`config.mk`:
```
export PLATFORM = sky130hd
export DESIGN_NAME = arp_cache_fifo_table_core
export DESIGN_NICKNAME = d
export VERILOG_FILES = /design/src/hdl/arpc_pkg.sv /design/src/hdl/arp_cache_fifo_table_core.sv
export VERILOG_INCLUDE_DIRS = /design/src /design/src/hdl
export SDC_FILE = /design/constraint.sdc
export NUM_CORES = 1
export LEC_CHECK = 0
export BUFFER_PORTS_ARGS = -buffer_cell sky130_fd_sc_hd__buf_2
export CAP_MARGIN = 40
export CORE_MARGIN = 2
export CORE_UTILIZATION = 35
export CTS_BUF_LIST = sky130_fd_sc_hd__clkbuf_8
export DETAILED_ROUTE_END_ITERATION = 16
export GPL_ROUTABILITY_DRIVEN = 0
export SLEW_MARGIN = 15
export SYNTH_ARGS = -nofsm -noshare
export SYNTH_HDL_FRONTEND = slang
export SYNTH_SLANG_ARGS = --single-unit
```
`constraint.sdc`:
```
create_clock -name clk -period 8.6 [get_ports clk]
set_clock_uncertainty 0.1 [all_clocks]
set_input_delay 1.29 -clock clk [delete_from_list [all_inputs] [get_ports clk]]
set_output_delay 1.29 -clock clk [all_outputs]
set_load 0.03 [all_outputs]
```
`src/hdl/assert_macros.svh`:
```
// ----------------------------------------------------------------------------
// Assertion macros
// Concurrent assertion wrappers shared by the RTL. They compile to nothing
// when SYNTHESIS is defined.
// ----------------------------------------------------------------------------
`ifndef ASSERT_MACROS_SVH
`define ASSERT_MACROS_SVH

`ifndef SYNTHESIS

// Property must hold at every rising edge outside reset.
`define ASSERT_CLK(label, clk, rst, prop) \
  label: assert property (@(posedge clk) disable iff (rst) (prop)) \
    else $error("%m: assertion failed");

// Condition must never be seen at a rising edge outside reset.
`define ASSERT_NEVER(label, clk, rst, cond) \
  label: assert property (@(posedge clk) disable iff (rst) !(cond)) \
    else $error("%m: forbidden condition seen");

`else

`define ASSERT_CLK(label, clk, rst, prop)
`define ASSERT_NEVER(label, clk, rst, cond)

`endif

`endif

```
`src/hdl/arpc_pkg.sv`:
```
// ----------------------------------------------------------------------------
// Address resolution table package
// Item types, field widths, action codes and sequencer states.
// ----------------------------------------------------------------------------
`default_nettype none

package arpc_pkg;

  localparam int PROTO_W = 32;
  localparam int HW_W    = 48;
  localparam int SLOT_W  = 2;

  // Action codes carried in the request item.
  localparam logic ACT_LOOKUP = 1'b0;
  localparam logic ACT_ADD    = 1'b1;

  typedef struct packed {
    logic               action;
    logic [PROTO_W-1:0] proto_addr;
    logic [HW_W-1:0]    hw_addr;
  } req_item_t;

  typedef struct packed {
    logic              hit;
    logic [SLOT_W-1:0] slot;
    logic [HW_W-1:0]   hw_out;
    logic              evicted;
  } rsp_item_t;

  // Sequencer states, one-hot.
  typedef enum logic [4:0] {
    S_IDLE   = 5'b00001,
    S_READ   = 5'b00010,
    S_CMP    = 5'b00100,
    S_UPDATE = 5'b01000,
    S_RESP   = 5'b10000
  } seq_state_t;

endpackage

`default_nettype wire

```
`src/hdl/arp_cache_fifo_table_core.sv`:
```
// ----------------------------------------------------------------------------
// Address resolution table core
// Fully associative protocol-to-hardware address table with first-in
// first-out replacement, searched one entry at a time by a shared comparator.
// ----------------------------------------------------------------------------
// Usage:
//   Request channel (req_valid / req_stall / req) carries a lookup or an add
//   item; response channel (rsp_valid / rsp_stall / rsp) returns exactly one
//   result item per request, in order.
//   The table is searched oldest entry first through a single memory read
//   port and one 32-bit comparator: each entry scanned takes a read step and
//   a compare step. The scan stops at the first match or after the last valid
//   entry, and an empty table is not scanned; an update step then forms the
//   result, the response step loads it into the output register, and the
//   sequencer returns to idle before it takes the next request. req_stall is
//   high while an item is in progress.
//   The output register parts the two sides: a new request is accepted while
//   the previous result still waits. If the receiver stalls and the output
//   register is still full when the next result is ready, the sequencer holds
//   in its response step until the register drains.
//   Reset empties the table at once: a fill count marks valid entries and a
//   head pointer marks the oldest one, so no clearing pass is needed.
// ----------------------------------------------------------------------------
`default_nettype none

module arp_cache_fifo_table_core #(
  parameter int ENTRIES = 4
) (
  input  wire                  clk,
  input  wire                  rst,
  input  wire                  req_valid,
  output logic                 req_stall,
  input  arpc_pkg::req_item_t  req,
  output logic                 rsp_valid,
  input  wire                  rsp_stall,
  output arpc_pkg::rsp_item_t  rsp
);

  import arpc_pkg::*;

  `include "assert_macros.svh"

  localparam int IW = $clog2(ENTRIES);
  localparam int CW = $clog2(ENTRIES + 1);

  // Entry storage: ring buffer, logical slot i lives at (head + i) mod ENTRIES.
  logic [PROTO_W-1:0] mem_proto [ENTRIES];
  logic [HW_W-1:0]    mem_hw    [ENTRIES];
  logic [PROTO_W-1:0] rd_proto;
  logic [HW_W-1:0]    rd_hw;

  seq_state_t  state, state_next;
  req_item_t   item;
  rsp_item_t   res;
  logic [IW-1:0] idx;
  logic [IW-1:0] head;
  logic [CW-1:0] count;
  logic          found;

  logic          full;
  logic          match;
  logic          last;
  logic [IW:0]   phys_sum;
  logic [IW-1:0] phys;
  logic          we;
  logic [IW-1:0] waddr;
  logic          rsp_load;

  // Address of the entry at logical position idx.
  always_comb begin
    phys_sum = (IW + 1)'(head) + (IW + 1)'(idx);
    if (phys_sum >= (IW + 1)'(ENTRIES)) begin
      phys = IW'(phys_sum - (IW + 1)'(ENTRIES));
    end else begin
      phys = IW'(phys_sum);
    end
  end

  assign full  = (count == CW'(ENTRIES));
  assign match = (rd_proto == item.proto_addr);
  assign last  = ((CW'(idx) + CW'(1)) == count);

  assign req_stall = (state != S_IDLE);
  assign rsp_load  = (state == S_RESP) && (!rsp_valid || !rsp_stall);

  // Table write at the update step of an add item.
  always_comb begin
    we = (state == S_UPDATE) && (item.action == ACT_ADD);
    if (found) begin
      waddr = phys;
    end else if (full) begin
      waddr = head;
    end else begin
      waddr = count[IW-1:0];
    end
  end

  always_ff @(posedge clk) begin
    if (we) begin
      mem_proto[waddr] <= item.proto_addr;
      mem_hw[waddr]    <= item.hw_addr;
    end
  end

  // Registered read port, one entry per scan step.
  always_ff @(posedge clk) begin
    if (state == S_READ) begin
      rd_proto <= mem_proto[phys];
      rd_hw    <= mem_hw[phys];
    end
  end

  // Sequencer next state.
  always_comb begin
    state_next = state;
    case (state)
      S_IDLE: begin
        if (req_valid) begin
          state_next = (count == '0) ? S_UPDATE : S_READ;
        end
      end
      S_READ: begin
        state_next = S_CMP;
      end
      S_CMP: begin
        if (match || last) begin
          state_next = S_UPDATE;
        end else begin
          state_next = S_READ;
        end
      end
      S_UPDATE: begin
        state_next = S_RESP;
      end
      S_RESP: begin
        if (rsp_load) begin
          state_next = S_IDLE;
        end
      end
      default: begin
        state_next = S_IDLE;
      end
    endcase
  end

  always_ff @(posedge clk) begin
    if (rst) begin
      state <= S_IDLE;
    end else begin
      state <= state_next;
    end
  end

  // Item capture, scan index and match flag.
  always_ff @(posedge clk) begin
    if (state == S_IDLE && req_valid) begin
      item  <= req;
      idx   <= '0;
      found <= 1'b0;
    end else if (state == S_CMP) begin
      if (match) begin
        found <= 1'b1;
      end else if (!last) begin
        idx <= idx + IW'(1);
      end
    end
  end

  // Fill count and oldest-entry pointer.
  always_ff @(posedge clk) begin
    if (rst) begin
      count <= '0;
      head  <= '0;
    end else if (we && !found) begin
      if (full) begin
        if (head == IW'(ENTRIES - 1)) begin
          head <= '0;
        end else begin
          head <= head + IW'(1);
        end
      end else begin
        count <= count + CW'(1);
      end
    end
  end

  // Result formation at the update step.
  always_ff @(posedge clk) begin
    if (state == S_UPDATE) begin
      res.evicted <= 1'b0;
      if (item.action == ACT_LOOKUP) begin
        res.hit    <= found;
        res.slot   <= found ? SLOT_W'(idx) : '0;
        res.hw_out <= found ? rd_hw : '0;
      end else if (found) begin
        res.hit    <= 1'b1;
        res.slot   <= SLOT_W'(idx);
        res.hw_out <= item.hw_addr;
      end else if (full) begin
        res.hit     <= 1'b0;
        res.slot    <= SLOT_W'(ENTRIES - 1);
        res.hw_out  <= item.hw_addr;
        res.evicted <= 1'b1;
      end else begin
        res.hit    <= 1'b0;
        res.slot   <= SLOT_W'(count);
        res.hw_out <= item.hw_addr;
      end
    end
  end

  // Output register.
  always_ff @(posedge clk) begin
    if (rst) begin
      rsp_valid <= 1'b0;
    end else if (rsp_load) begin
      rsp_valid <= 1'b1;
    end else if (!rsp_stall) begin
      rsp_valid <= 1'b0;
    end
  end

  always_ff @(posedge clk) begin
    if (rsp_load) begin
      rsp <= res;
    end
  end

  // Checks on table bookkeeping and sequencing.
  `ASSERT_CLK(a_count_range, clk, rst, count <= CW'(ENTRIES))
  `ASSERT_CLK(a_head_only_when_full, clk, rst, (head != '0) |-> full)
  `ASSERT_CLK(a_scan_in_range, clk, rst, (state == S_CMP) |-> (CW'(idx) < count))
  `ASSERT_CLK(a_accept_starts, clk, rst,
              (req_valid && !req_stall) |=> (state == S_READ || state == S_UPDATE))
  `ASSERT_CLK(a_rsp_from_seq, clk, rst, $rose(rsp_valid) |-> $past(state == S_RESP))

endmodule

`default_nettype wire

```
==> metrics <==
status finished clean; Avg Cell Area, Syn 23.7 um2; Detail Placement HPWL 24.0 mm; measured slew at the worst slew-check pin 0.858 ns; initial core utilization 0.352; DIE AREA 62,500 um2; TritonCTS clock tree done; Die Wd approximately 250 um; H-Tree Depth 3; core area 60,100 um2; layout cells sized above 1 0.315; critical path arrival roughly 4.0 ns; Ant. Diodes 0; synth unique cells 42; Max Buffers Root-to-Sink 3; Initial DRC Count 546; Mapped Area about 21,000 um2; ys flop type edfxtp_1; setup TNS 0 ns; Post-synth EDFFs around 600; I/O pins 139; Post-Route WL 39.4 mm; final core utilization 0.412; Worst-Skew Late Latency 0.65 ns; CP endpoint kind flop; syn_nets 983; Max VDD drop roughly 0.093 mV; Pre-antenna DRT Iters 4; maxcap violations 0; Synth Instances just under 900; num rows 90; post-cts repair resize count 0; synth warn 0; clock root cell clkbuf_8; crit-path cells ha_4 -> xor2_1 -> xnor2_4 -> buf_4 -> mux2i_1 -> nor2_4 -> buf_4 -> buf_4; Post-CTS Hold Buffers 0; Setup Crit Path Kind flop to flop; largest net degree at the start of global routing slightly above 50; Final Cycle Share 0.438; routed via count 9,242; final hold violations 0; IO buf count 138; largest stage delay on the critical path 0.64 ns; ys async rst share 0; Slew HR 0.423; total CTS buffers 94; Crit-path slowest cell buf_4; final setup vio count 0; first-pass GRT wire length 59.5 mm; post-route ant nets 0; fin nets 1,207; worst path required time 8.78 ns; vias in the first global route 9,819; max-slew violation count 0; vias per inst 4.68; flop2flop setup slack around 4.8 ns; WL/cell 20.0 um; Die Height 250 um; clk sinks between 500 and 600; total chip power 0.00560 W; post-synthesis sequential area ratio 0.843; Post-CTS Setup Bufs 0; unrepaired setup endpoints after global routing no; worst min path class flop to flop; register bit total from synthesis between 500 and 600; area grow syn2layout 17.1%; worst-path maximum fanout between 40 and 50; Buf+Inv Stages, Crit Path 3; total global-route track usage 0.127; cell family with most CP delay buffers and inverters; Static Leak 8.11 nW; critical path launch point type flop; Remaining DRCs 0; remaining global-route overflow 0; Fmax achieved 265 MHz; crit path time final 3.77 ns; initial antenna violation count 1; pwr/cell area 226 nW/um2; Reg clk slew, reported paths 0.06 ns; Most Frequent Cell on Critical Path buf_4
-- report_power, final --
group	total [W]	switching, W	internal, W
logic	0.000113	0.0000624	0.0000502
clock network	0.00217	0.00105	0.00112
registers	0.00332	0.0000547	0.00326
-- state kept, by name (all words and copies together), names as in the netlist, 5 cells and up --
name	flops
item	81
mem_hw	192
mem_proto	128
rd_hw	48
rd_proto	32
res	52
rsp	52
state	5
-- logic make-up after synthesis --
family,after synthesis,synth area share
compound gates,66,0.0255
simple gates,55,0.0146
flops,599,0.843
xor+xnor,40,0.0169
mux,87,0.0885
buf+inv,41,0.00869
fa+ha+maj,5,0.00295
-- synth_stat cells (all sizes together), types with 2 or more instances --
cell	number	area share
edfxtp	585	0.83
mux4	80	0.085
a22o	48	0.020
xnor2	37	0.016
buf	21	0.0051
dfxtp	14	0.013
nand2	14	0.0025
clkbuf	12	0.0021
nand4	9	0.0027
inv	8	0.0014
nor2	8	0.0014
mux2i	6	0.0028
o21ai	6	0.0014
ha	5	0.0030
a21oi	4	0.00095
nand3	4	0.00095
nor3	4	0.00095
and3b	3	0.0014
nor4	3	0.00089
xor2	3	0.0012
a211oi	2	0.00095
nand2b	2	0.00059
or2	2	0.00059
or3	2	0.00059
-- placed cells by master, fill, tap and decap left out, types with 14 or more instances in the layout --
master	count
a22o_1	48
buf_2	138
buf_4	14
clkbuf_8	99
clkinv_1	24
dfxtp_1	14
edfxtp_1	585
inv_1	37
mux4_2	80
nand2_1	14
xnor2_1	36
-- cell type report --
type | instances | area, um2
clock inverters | 71 | 349
repair buffers | 161 | 1010
flip-flops and latches | 599 | 17800
fillers | 5294 | 35300
well taps | 782 | 978
clock buffers | 99 | 1360
inverters | 8 | 32.5
multi-input cells | 253 | 3220
-- metrics by stage --
step | worst slack [ns] | cell area, um2 | instances | hold WS [ns]
3_3_place_gp | 4.69 | 22900 | 1794 | 0.307
3_5_place_dp | 4.80 | 23100 | 1803 | 0.305
6_report | 4.83 | 24800 | 1973 | 0.313
2_1_floorplan | 1.77 | 21200 | 893 | 0.300
4_1_cts | 4.77 | 24800 | 1973 | 0.317
5_1_grt | 4.56 | 24800 | 1973 | 0.325
-- layer usage --
metal / wire length (um) / up-vias / part of all wire / GRT usage
met3: 1940 / 60 / 0.049 / 0.0283
met5: 0 / - / 0 / 0
li1: - / 4178 / - / -
met4: 701 / 0 / 0.018 / 0.0447
met2: 18700 / 235 / 0.48 / 0.199
met1: 18000 / 4769 / 0.46 / 0.176
-- final timing paths --
path / start / depth (start not counted) / endpoint
max: idx[0] / 8 / mem_hw[1][38]
min: res[27] / 0 / rsp[27]
max reg2reg: idx[0] / 8 / mem_hw[1][38]
min reg2reg: res[27] / 0 / rsp[27]
-- worst register-to-register path, stage by stage (launching register included) --
cell and delay [ns]:
dfxtp_1 0.49, ha_4 0.18, xor2_1 0.32, xnor2_4 0.15, buf_4 0.44, mux2i_1 0.31
nor2_4 0.16, buf_4 0.52, buf_4 0.70
No activity file was read; power rests on OpenSTA's default activity.
